===== src/hw/rtl/cfgp_pkg.sv =====
// Package for the conflict-free group partition core.
// Holds widths, reset values, the sequencer state type and the scan unit structs.
// No dependencies.
package cfgp_pkg;

  localparam int MAX_ELEMENTS_DEF = 16;  // default element capacity
  localparam int LIMIT_CAP        = 16;  // rows are 16 bits wide, so never more than this
  localparam int ROW_W            = 16;  // conflict row width
  localparam int CNT_W            = 5;   // element count / rows loaded width
  localparam int IDX_OUT_W        = 4;   // element index port width
  localparam int GRP_W            = 5;   // group number width

  localparam logic [CNT_W-1:0] COUNT_RESET = CNT_W'(16);

  typedef enum logic [1:0] {
    ST_IDLE,
    ST_SCAN,
    ST_EMIT
  } state_e;

  // One candidate presented to the shared scan unit.
  typedef struct packed {
    logic [ROW_W-1:0] unassigned;  // elements without a group yet
    logic [ROW_W-1:0] clash;       // OR of rows taken this round
    logic [ROW_W-1:0] cand;        // one-hot candidate element
    logic [ROW_W-1:0] row;         // candidate's conflict row, masked to the count
  } scan_req_t;

  typedef struct packed {
    logic             take;        // candidate joins the current group
    logic [ROW_W-1:0] unassigned;
    logic [ROW_W-1:0] clash;
  } scan_rsp_t;

endpackage


===== src/hw/rtl/conflict_free_group_partition_core.sv =====
// Conflict-free group partition core: loads a conflict matrix row by row and
// then splits the elements into groups by greedy rounds.
// Depends on cfgp_pkg, cfgp_row_store and cfgp_scan_unit.
//
//   channel  | handshake                         | payload
//   ---------+-----------------------------------+-------------------------------------
//   row in   | start_i, busy_o (take: !busy_o)   | conflict_row_i[15:0]
//   config   | cfg_valid_i, cfg_ready_o          | cfg_data_i[4:0] (element_count)
//   result   | result_valid_o (one-cycle strobe) | element_index_o, group_number_o,
//            |                                   | last_result_o
//
// A row that does not complete the batch leaves busy_o low. The completing
// row starts the partition: each round visits elements 0..N-1 in order
// through the shared scan unit, for R rounds (R <= N), then N results
// follow, one strobe each. Reset clears the sequencer, the row counter and
// the count register (16); matrix and group table hold no reset. Results
// cannot be stalled.

module conflict_free_group_partition_core #(
  parameter int MAX_ELEMENTS = cfgp_pkg::MAX_ELEMENTS_DEF
) (
  input  logic                           clk_i,
  input  logic                           rst_ni,
  // row requests
  input  logic                           start_i,
  output logic                           busy_o,
  input  logic [cfgp_pkg::ROW_W-1:0]     conflict_row_i,
  // config write
  input  logic                           cfg_valid_i,
  output logic                           cfg_ready_o,
  input  logic [cfgp_pkg::CNT_W-1:0]     cfg_data_i,
  // results
  output logic                           result_valid_o,
  output logic [cfgp_pkg::IDX_OUT_W-1:0] element_index_o,
  output logic [cfgp_pkg::GRP_W-1:0]     group_number_o,
  output logic                           last_result_o
);

  // usable element count: capped by the row width
  localparam int LIM   = (MAX_ELEMENTS < cfgp_pkg::LIMIT_CAP) ? MAX_ELEMENTS
                                                                : cfgp_pkg::LIMIT_CAP;
  localparam int IDX_W = $clog2(LIM);
  localparam logic [cfgp_pkg::CNT_W-1:0] LIM_CNT = cfgp_pkg::CNT_W'(LIM);

  cfgp_pkg::state_e state_q, state_d;

  logic [cfgp_pkg::CNT_W-1:0] count_q;      // element_count register
  logic [cfgp_pkg::CNT_W-1:0] rows_q, rows_d;
  logic [cfgp_pkg::ROW_W-1:0] unasg_q, unasg_d;
  logic [cfgp_pkg::ROW_W-1:0] clash_q, clash_d;
  logic [cfgp_pkg::GRP_W-1:0] grp_q, grp_d;
  logic [IDX_W-1:0]           idx_q, idx_d;
  logic [cfgp_pkg::GRP_W-1:0] gtab_q [LIM];
  logic                       gtab_we;

  logic [cfgp_pkg::CNT_W-1:0] eff_cnt;
  logic [cfgp_pkg::CNT_W-1:0] rows_inc;
  logic [IDX_W-1:0]           last_idx;
  logic [cfgp_pkg::ROW_W-1:0] all_mask;
  logic [cfgp_pkg::ROW_W-1:0] row_rd;
  logic                       accept;
  logic                       load_done;
  logic                       row_we;
  logic                       at_last;

  cfgp_pkg::scan_req_t scan_req;
  cfgp_pkg::scan_rsp_t scan_rsp;

  // ---------------------------------------------------------------- config
  assign cfg_ready_o = 1'b1;

  always_ff @(posedge clk_i or negedge rst_ni) begin
    if (!rst_ni) begin
      count_q <= cfgp_pkg::COUNT_RESET;
    end else if (cfg_valid_i && cfg_ready_o) begin
      count_q <= cfg_data_i;
    end
  end

  // zero acts as one, anything above the capacity acts as the capacity
  always_comb begin
    if (count_q == '0) begin
      eff_cnt = cfgp_pkg::CNT_W'(1);
    end else if (count_q > LIM_CNT) begin
      eff_cnt = LIM_CNT;
    end else begin
      eff_cnt = count_q;
    end
  end

  assign last_idx = IDX_W'(eff_cnt - cfgp_pkg::CNT_W'(1));
  assign all_mask = ~({cfgp_pkg::ROW_W{1'b1}} << eff_cnt);  // low eff_cnt bits

  // ---------------------------------------------------------------- row load
  assign busy_o    = (state_q != cfgp_pkg::ST_IDLE);
  assign accept    = start_i && !busy_o;
  assign rows_inc  = rows_q + cfgp_pkg::CNT_W'(1);
  assign load_done = (rows_inc >= eff_cnt);     // count may have dropped mid-batch
  assign row_we    = accept && (rows_q < LIM_CNT);
  assign at_last   = (idx_q == last_idx);

  // the read address follows idx_d so the row for idx_q is ready in the scan cycle
  cfgp_row_store #(
    .DEPTH (LIM),
    .IDX_W (IDX_W)
  ) u_row_store (
    .clk_i   (clk_i),
    .we_i    (row_we),
    .waddr_i (rows_q[IDX_W-1:0]),
    .wdata_i (conflict_row_i),
    .raddr_i (idx_d),
    .rdata_o (row_rd)
  );

  // ---------------------------------------------------------------- scan unit
  always_comb begin
    scan_req.unassigned = unasg_q;
    scan_req.clash      = clash_q;
    scan_req.cand       = cfgp_pkg::ROW_W'(1) << idx_q;
    scan_req.row        = row_rd & all_mask;   // row bits beyond the count ignored
  end

  cfgp_scan_unit u_scan_unit (
    .req_i (scan_req),
    .rsp_o (scan_rsp)
  );

  // ---------------------------------------------------------------- sequencer
  always_comb begin
    state_d = state_q;
    case (state_q)
      cfgp_pkg::ST_IDLE: begin
        if (accept && load_done) state_d = cfgp_pkg::ST_SCAN;
      end
      cfgp_pkg::ST_SCAN: begin
        // partition done once a round ends with nothing left
        if (at_last && (scan_rsp.unassigned == '0)) state_d = cfgp_pkg::ST_EMIT;
      end
      cfgp_pkg::ST_EMIT: begin
        if (at_last) state_d = cfgp_pkg::ST_IDLE;
      end
      default: state_d = cfgp_pkg::ST_IDLE;
    endcase
  end

  always_comb begin
    rows_d  = rows_q;
    unasg_d = unasg_q;
    clash_d = clash_q;
    grp_d   = grp_q;
    idx_d   = idx_q;
    gtab_we = 1'b0;
    case (state_q)
      cfgp_pkg::ST_IDLE: begin
        if (accept) begin
          rows_d = rows_inc;
          if (load_done) begin
            rows_d  = '0;
            unasg_d = all_mask;
            clash_d = '0;
            grp_d   = cfgp_pkg::GRP_W'(1);
            idx_d   = '0;
          end
        end
      end
      cfgp_pkg::ST_SCAN: begin
        unasg_d = scan_rsp.unassigned;
        clash_d = scan_rsp.clash;
        gtab_we = scan_rsp.take;
        if (at_last) begin
          idx_d = '0;
          if (scan_rsp.unassigned != '0) begin
            // next round: new group, fresh clash mask
            grp_d   = grp_q + cfgp_pkg::GRP_W'(1);
            clash_d = '0;
          end
        end else begin
          idx_d = idx_q + IDX_W'(1);
        end
      end
      cfgp_pkg::ST_EMIT: begin
        idx_d = at_last ? '0 : idx_q + IDX_W'(1);
      end
      default: begin
        idx_d = '0;
      end
    endcase
  end

  always_ff @(posedge clk_i or negedge rst_ni) begin
    if (!rst_ni) begin
      state_q <= cfgp_pkg::ST_IDLE;
      rows_q  <= '0;
      unasg_q <= '0;
      clash_q <= '0;
      grp_q   <= '0;
      idx_q   <= '0;
    end else begin
      state_q <= state_d;
      rows_q  <= rows_d;
      unasg_q <= unasg_d;
      clash_q <= clash_d;
      grp_q   <= grp_d;
      idx_q   <= idx_d;
    end
  end

  // group table, written as each element is taken
  always_ff @(posedge clk_i) begin
    if (gtab_we) begin
      gtab_q[idx_q] <= grp_q;
    end
  end

  // ---------------------------------------------------------------- results
  assign result_valid_o  = (state_q == cfgp_pkg::ST_EMIT);
  assign element_index_o = cfgp_pkg::IDX_OUT_W'(idx_q);
  assign group_number_o  = gtab_q[idx_q];
  assign last_result_o   = result_valid_o && at_last;

`ifndef SYNTHESIS
  // results only while the core reports busy
  a_result_busy: assert property (@(posedge clk_i) disable iff (!rst_ni)
    result_valid_o |-> busy_o)
    else $error("result strobe while idle");

  // results run back to back until the last one
  a_result_run: assert property (@(posedge clk_i) disable iff (!rst_ni)
    (result_valid_o && !last_result_o) |=> result_valid_o)
    else $error("gap in result sequence");

  // core frees up right after the last result
  a_last_idle: assert property (@(posedge clk_i) disable iff (!rst_ni)
    (result_valid_o && last_result_o) |=> !busy_o)
    else $error("still busy after last result");

  // every element got a group
  a_group_nonzero: assert property (@(posedge clk_i) disable iff (!rst_ni)
    result_valid_o |-> (group_number_o != '0))
    else $error("element left without a group");
`endif

endmodule


===== src/hw/rtl/cfgp_row_store.sv =====
// Conflict matrix storage: one row per element, one write and one registered read.
// Depends on cfgp_pkg for the row width and the default depth.
module cfgp_row_store #(
  parameter int DEPTH = cfgp_pkg::MAX_ELEMENTS_DEF,
  parameter int IDX_W = $clog2(DEPTH)
) (
  input  logic                       clk_i,
  input  logic                       we_i,
  input  logic [IDX_W-1:0]           waddr_i,
  input  logic [cfgp_pkg::ROW_W-1:0] wdata_i,
  input  logic [IDX_W-1:0]           raddr_i,
  output logic [cfgp_pkg::ROW_W-1:0] rdata_o
);

  logic [cfgp_pkg::ROW_W-1:0] mem [DEPTH];
  logic [cfgp_pkg::ROW_W-1:0] rdata_q;

  always_ff @(posedge clk_i) begin
    if (we_i) begin
      mem[waddr_i] <= wdata_i;
    end
  end

  // write-first: a row written this cycle is seen by the read of the same address
  always_ff @(posedge clk_i) begin
    if (we_i && (waddr_i == raddr_i)) begin
      rdata_q <= wdata_i;
    end else begin
      rdata_q <= mem[raddr_i];
    end
  end

  assign rdata_o = rdata_q;

endmodule


===== src/hw/rtl/cfgp_scan_unit.sv =====
// Shared scan step: decides whether one candidate joins the current group
// and updates the unassigned and clash masks. Depends on cfgp_pkg.
module cfgp_scan_unit (
  input  cfgp_pkg::scan_req_t req_i,
  output cfgp_pkg::scan_rsp_t rsp_o
);

  logic take;

  assign take = |(req_i.unassigned & req_i.cand & ~req_i.clash);

  always_comb begin
    rsp_o.take       = take;
    rsp_o.unassigned = req_i.unassigned;
    rsp_o.clash      = req_i.clash;
    if (take) begin
      rsp_o.unassigned = req_i.unassigned & ~req_i.cand;
      rsp_o.clash      = req_i.clash | req_i.row;
    end
  end

endmodule


===== config.mk =====
export PLATFORM = sky130hd
export DESIGN_NAME = conflict_free_group_partition_core
export DESIGN_NICKNAME = d
export VERILOG_FILES = /design/src/hw/rtl/cfgp_pkg.sv /design/src/hw/rtl/conflict_free_group_partition_core.sv /design/src/hw/rtl/cfgp_row_store.sv /design/src/hw/rtl/cfgp_scan_unit.sv
export SDC_FILE = /design/constraint.sdc
export NUM_CORES = 1
export LEC_CHECK = 0
export ABC_AREA = 1
export BUFFER_PORTS_ARGS = -buffer_cell sky130_fd_sc_hd__buf_2
export CAP_MARGIN = 15
export CELL_PAD_IN_SITES_DETAIL_PLACEMENT = 1
export CELL_PAD_IN_SITES_GLOBAL_PLACEMENT = 1
export CORE_ASPECT_RATIO = 0.6
export CORE_MARGIN = 4
export CORE_UTILIZATION = 35
export DETAILED_ROUTE_END_ITERATION = 8
export MAX_ROUTING_LAYER = met4
export PLACE_DENSITY = 0.67
export SYNTH_ARGS = -nofsm -noshare
export SYNTH_HDL_FRONTEND = slang
export SYNTH_SLANG_ARGS = --single-unit

===== constraint.sdc =====
create_clock -name clk_i -period 3.9 [get_ports clk_i]
set_input_delay 0.78 -clock clk_i [delete_from_list [all_inputs] [get_ports clk_i]]
set_output_delay 0.78 -clock clk_i [all_outputs]
set_load 0.05 [all_outputs]

==> results of run 1 <==
final cells by class:
| class | instances | area (um2) | area share (%) |
|---|---|---|---|
| diodes | 1 | 2.50 | 0.0129 |
| clock buffers | 52 | 1120 | 5.78 |
| clock inverters | 22 | 298 | 1.54 |
| inverters | 88 | 332 | 1.72 |
| multi-input cells | 943 | 4750 | 24.6 |
| flip-flops and latches | 393 | 11500 | 59.5 |
| well taps | 630 | 788 | 4.08 |
| repair buffers | 80 | 538 | 2.78 |
flip-flops by register name, indices dropped and copies added (netlist names), named ones only:
name / count
unasg_q: 16
grp_q: 5
rows_q: 5
element_index_o: 4
gtab_q: 80
state_q: 2
u_row_store.mem: 256
count_q: 5
clash_q: 16
Yosys cell counts, drive strengths merged (2+ instances only):
cell / count
o22ai: 52
buf: 16
a22oi: 2
a31oi: 11
a21oi: 64
dfxtp: 4
clkbuf: 65
inv: 86
and2: 3
a221oi: 10
nand3: 60
xor2: 8
edfxtp: 336
or3: 2
nand2: 283
a221o: 5
dfrtp: 52
nor2: 207
nor3: 3
ha: 25
a32o: 9
o221ai: 4
o31ai: 2
clkinv: 2
o311ai: 2
nand4: 12
nand3b: 3
o211ai: 11
o21ai: 152
a21boi: 8
metrics by stage:
stage          hold WS (ns)  power, mW  setup WS [ns]  instances
4_1_cts               0.307       14.8        0.00606       2208
2_1_floorplan         0.468       8.82          0.327       1505
3_3_place_gp          0.491       10.4          0.467       2134
6_report              0.293       14.7          0.228       2209
3_5_place_dp          0.512       10.6          0.372       2134
5_1_grt               0.355       15.6         0.0201       2209
power by group through the flow:
stage / clock, mW / combinational (mW) / sequential [mW]
finish: 4.15 / 5.14 / 5.43
global route: 4.41 / 5.72 / 5.49
CTS: 4.22 / 5.11 / 5.43
detailed placement: 0 / 5.08 / 5.52
global placement: 0 / 4.94 / 5.50
floorplan: 0 / 3.46 / 5.35
metal layers:
| layer | routed length (um) | share of wire [%] | up-vias |
|---|---|---|---|
| li1 | - | - | 5422 |
| met2 | 20900 | 42 | 369 |
| met1 | 25200 | 50 | 6123 |
| met3 | 3320 | 6.6 | 61 |
| met4 | 704 | 1.4 | 0 |
| met5 | 0 | 0 | - |
worst max-delay path by stage:
stage | startpoint | endpoint | slack [ns] | cells after the start
floorplan | count_q[4]$_DFFE_PN1P_ | last_result_o | 0.33 | 13
global placement | rows_q[0]$_DFFE_PN0P_ | clash_q[1]$_DFFE_PN0P_ | 0.47 | 15
detailed placement | rows_q[0]$_DFFE_PN0P_ | clash_q[5]$_DFFE_PN0P_ | 0.37 | 15
CTS | count_q[3]$_DFFE_PN0P_ | last_result_o | 0.006 | 15
global route | count_q[3]$_DFFE_PN0P_ | last_result_o | 0.02 | 15
finish | count_q[3]$_DFFE_PN0P_ | last_result_o | 0.23 | 15
kinds of logic (layout without fill, tap and decap cells):
kind of cell,Yosys count,after routing,share of synthesized area [%]
compound gates,335,335,11.6
xor+xnor,9,9,0.467
fa+ha+maj,25,25,1.86
buf+inv,169,242,3.99
flops,393,393,68.2
other cells,1,2,0.0222
simple gates,573,573,13.9
worst register-to-register path: cells and delay by family, from the launching register on:
family / cells / cell delay, ns
flops: 1 / 0.45
buf+inv: 4 / 0.63
simple gates: 3 / 0.44
compound gates: 5 / 1.02
fa+ha+maj: 2 / 0.60
xor+xnor: 1 / 0.25
repair_timing:
item | CTS | global route
pin swaps | 0 | 0
gates resized for setup | 2 | 6
setup endpoints to repair | 1 | 2
endpoints found under the hold margin | 0 | 0
==> results.cfg, run 1 <==
[clock_tree]
hold_buffers = 0
cts_max_path_buffers = 3
h-tree-depth = 2
post_cts_buffers = 0
tritoncts = yes
clock-sinks = 393
clock_latency_ns = 0.57
clock_tree.root_cell = clkbuf_16
path_clk_slew_ns = 0.07
cts_buffers = 40

[yosys]
synth_top_area_share_pct = 59.8
synth.yosys.warnings = 0
synth.area.top_cells = edfxtp_1 60%, dfrtp_1 7.7%, nand2_1 6.3%, o21ai_0 4.5%, nor2_1 4.5%
synthesis.nets = 1555
synth_edf_count = 336
syn_area_per_cell_um2 = 11.2
ys_async_sr_fraction_pct = 13.5
synth-main-ff-cell = edfxtp_1
yosys.area.top_type = edfxtp_1
yosysSeqAreaShare_pct = 68.2
syn_area_mm2 = 0.0169
synth-seq-cells = 393
synth_cell_types = 46
synth_cells = 1505

[die]
die_area_mm2 = 0.0519
ios = 38
initial_core_util_pct = 35.9
placeableCoreArea_mm2 = 0.0469
rows = 61
dieWidth_um = 291
die_y_um = 178

[setup_path]
cp_common_cell = nand2_1
reg2reg_to = clash_q[5]$_DFFE_PN0P_
critical-path-top-delay-family = simple AND/OR/NAND/NOR gates
path_cells = inv_2, nand2_1, nor2_4, nand2_1, o21ai_2, inv_1, ha_1, inv_1, ha_1, xor2_1, nand2_1, a21oi_1, nand2_1, nor2_1, buf_4
arrival_ns = 2.89
worst_path_max_delay_cell = dfrtp_1
r2r_slack_ns = 0.44
crit_path_end_kind = output port
crit_path_max_fanout = 5
r2r-start = rows_q[0]$_DFFE_PN0P_
worst_setup_path_start_kind = flop
rr_worst_depth = 15
critPathKind = flop to output port
crit_buf_inv = 4
critical-path-max-stage-delay_ns = 0.43
crit_required_ns = 3.12

[drt]
vias = 12000
drt_iter0_drc = 1256
wire_per_inst_um = 22.7
drt-vias-per-instance = 5.42
dr.pass1.iters = 5
drc = 0
antenna_left = 0
drt-total-wl_mm = 50.2

[pwr]
clock_power_share_pct = 28.2
p_leak_nw = 7.12
p_comb_share_pct = 34.9
vdd_drop_max_mv = 0.310
intPower_mw = 8.95
share_seq_of_total_power_pct = 36.9
p_per_area_mw_per_mm2 = 762
switching_share_pct = 39.2
p_sw_mw = 5.77

[global_route]
use_met3_pct = 3.20
grt_max_degree = 129
gr-usage-met1_pct = 30.9
grt_pass1_vias = 12200
grt.total_usage_pct = 20.0
grt_pass1_wl_mm = 77.4
grt.busiest_layer = met1
grt_remaining_overflow = 0
antenna_found_initial = 1
use_met2_pct = 28.1

[cells_and_area]
drive_gt1_share_pct = 12.0
layout.nets = 1596
utilization_pct = 41.2
synthToLayoutAreaGrowth_pct = 14.6
fill_cells = 5073
layout_common_cells = 336 x edfxtp_1, 281 x nand2_1, 184 x nor2_1
final_common_cell = edfxtp_1
fin_area_mm2 = 0.0193

[placement]
place_area_mm2 = 0.0179
port_buffers = 36
place_congestion = 0.833
hpwl_mm = 31.9

[sta]
setup_violations = 0
maxSlewViolCount = 0
hold_violations = 0
fin_crit_ns = 3.67
worstMarginPinSlew_ns = 1.10
period_share_pct = 94.1
finClkSkew_ns = 0.0392
rsz0062_at_grt = false
finalSetupTns_ns = 0
slew_headroom_pct = 26.3
fmax_mhz = 272

[status]
status = finished, final reports clean

[min_path]
hold_class = input pin to async pin

[run]
maxCapViolations = 0
No activity file was read; power rests on OpenSTA's default activity.
==> run 2, diff against run 1 <==
==> constraint.sdc (replaced) <==
create_clock -name clk_i -period 4.4 [get_ports clk_i]
set_input_delay 0.88 -clock clk_i [delete_from_list [all_inputs] [get_ports clk_i]]
set_output_delay 0.88 -clock clk_i [all_outputs]
set_load 0.05 [all_outputs]
==> run 2 against run 1 <==
  * Clock skew is 0.0078 ns lower
  * Design area is 1.2% lower
  * Die area stayed put
  * Global-route usage is 0.38 points lower
  * Non-clock buffer count is 8 lower
  * Total power is 15% lower
  * Setup slack worse by 0.011 ns
  * Cell count is 0.54% lower
  * Utilization is 0.49 points lower
==> results.cfg, run 2 (synthesis results as in run 1) <==
[sta]
maxSlewViolCount = 0
finalSetupTns_ns = 0
slew_headroom_pct = 24.9
hold_slack_ns = 0.301
finClkSkew_ns = 0.0314
period_share_pct = 95.1
fmax_mhz = 239
worstMarginPinSlew_ns = 1.13
fin_crit_ns = 4.18
hold_violations = 0
finalWorstSetupSlack_ns = 0.217
rsz0062_at_grt = false
setup_violations = 0

[cells_and_area]
fill_cells = 5090
final_common_cell = edfxtp_1
synthToLayoutAreaGrowth_pct = 13.3
utilization_pct = 40.7
stdcell_count = 2197
layout_common_cells = 336 x edfxtp_1, 280 x nand2_1, 185 x nor2_1
layout.nets = 1588
drive_gt1_share_pct = 10.8
final-seq-area_mm2 = 0.0115
insertedDiodeCount = 0
fin_area_mm2 = 0.0191
largest_reg_flops = 256
top_regs = u_row_store.mem (256), gtab_q (80)
regMostFlops = u_row_store.mem
multiInputGateArea_mm2 = 0.00476

[placement]
port_buffers = 36
detailedPlace.worstSlack_ns = 0.516
placed_cells = 2126
place_congestion = 0.850
hpwl_mm = 31.6
place_area_mm2 = 0.0178

[drt]
wire_per_inst_um = 22.7
drt_iter0_drc = 1381
dr.pass1.iters = 5
drc = 0
vias = 11900
drt-vias-per-instance = 5.40
drt-total-wl_mm = 49.8
antenna_left = 0

[global_route]
grt_remaining_overflow = 0
antenna_found_initial = 0
grt_max_degree = 57
grt_pass1_vias = 12000
grt.total_usage_pct = 19.6
grt_pass1_wl_mm = 75.4

[die]
placeableCoreArea_mm2 = 0.0469
rows = 61
dieWidth_um = 291
ios = 38
die_area_mm2 = 0.0519
initial_core_util_pct = 35.9
die_y_um = 178

[pwr]
clock_power_share_pct = 26.1
intPower_mw = 7.58
p_comb_share_pct = 35.7
p_per_area_mw_per_mm2 = 658
power.total_mw = 12.6
vdd_drop_max_mv = 0.368
p_leak_nw = 6.99
switching_share_pct = 39.7
share_seq_of_total_power_pct = 38.2
p_sw_mw = 4.99

[setup_path]
arrival_ns = 3.30
crit_required_ns = 3.52
r2r_slack_ns = 0.60
crit_path_max_fanout = 8
rr_worst_depth = 17
r2r-start = element_index_o[0]$_DFF_PN0_
worst_setup_path_start_kind = flop
critical-path-max-stage-delay_ns = 0.42
path_cells = inv_1, nand2_1, nor2_2, nand2_1, o21ai_2, inv_1, ha_1, inv_1, ha_1, xor2_1, nand2_1, a21oi_1, nand2_2, nor2_1, buf_2
worst_path_max_delay_cell = dfrtp_1
reg2reg_to = clash_q[15]$_DFFE_PN0P_
crit_path_end_kind = output port
critPathKind = flop to output port

[clock_tree]
path_clk_slew_ns = 0.07
clock_tree.root_cell = clkbuf_16
cts_max_path_buffers = 3
h-tree-depth = 2
clock-sinks = 393
hold_buffers = 0
clock_latency_ns = 0.55
tritoncts = yes
cts_buffers = 40

[min_path]
hold_class = input pin to async pin

[run]
maxCapViolations = 0

[status]
status = finished, final reports clean
==> run 2: final cells by class <==
cell class                 count  area share (%)
clock buffer                  61            6.03
clock inverter                10           0.491
inverter                      88            1.74
multi-input combinational    943            24.9
sequential                   393            60.2
tap                          630            4.13
timing repair buffer          72            2.49
==> run 2: worst max-delay path by stage <==
stage               slack [ns]              startpoint            end
floorplan                 0.73  count_q[4]$_DFFE_PN1P_  last_result_o
global placement          0.65  count_q[3]$_DFFE_PN0P_  last_result_o
detailed placement        0.52  count_q[3]$_DFFE_PN0P_  last_result_o
CTS                       0.04  count_q[3]$_DFFE_PN0P_  last_result_o
global route              0.02  count_q[3]$_DFFE_PN0P_  last_result_o
finish                    0.22  count_q[3]$_DFFE_PN0P_  last_result_o
==> run 2: critical path, delay by kind of cell, from the launching register on <==
kind	cells	cell delay [ns]
DFF	1	0.42
and+or+nand+nor	6	0.77
adders and majority gates	2	0.48
xor gates and xnor gates	1	0.16
buffers and inverters	4	0.67
AOI/OAI and AO/OA	2	0.28
==> run 2: per-layer routing <==
metal	track usage, %	vias up	wire (um)
li1	-	5396	-
met1	30.2	6043	25100
met2	27.2	362	20800
met3	3.32	62	3070
met4	3.81	0	820
met5	-	-	0
==> run 2: power groups by stage <==
| stage | clock, mW | sequential [mW] | combinational [mW] |
|---|---|---|---|
| 6_report | 3.28 | 4.80 | 4.49 |
| 5_1_grt | 3.52 | 4.84 | 4.99 |
| 4_1_cts | 3.35 | 4.79 | 4.49 |
| 3_5_place_dp | 0 | 4.87 | 4.47 |
| 3_3_place_gp | 0 | 4.85 | 4.35 |
| 2_1_floorplan | 0 | 4.75 | 3.07 |
==> run 2: repair_timing <==
action | in CTS | in global routing
setup buffers | 0 | 0
setup endpoints to repair | 1 | 1
gates resized for setup | 2 | 2
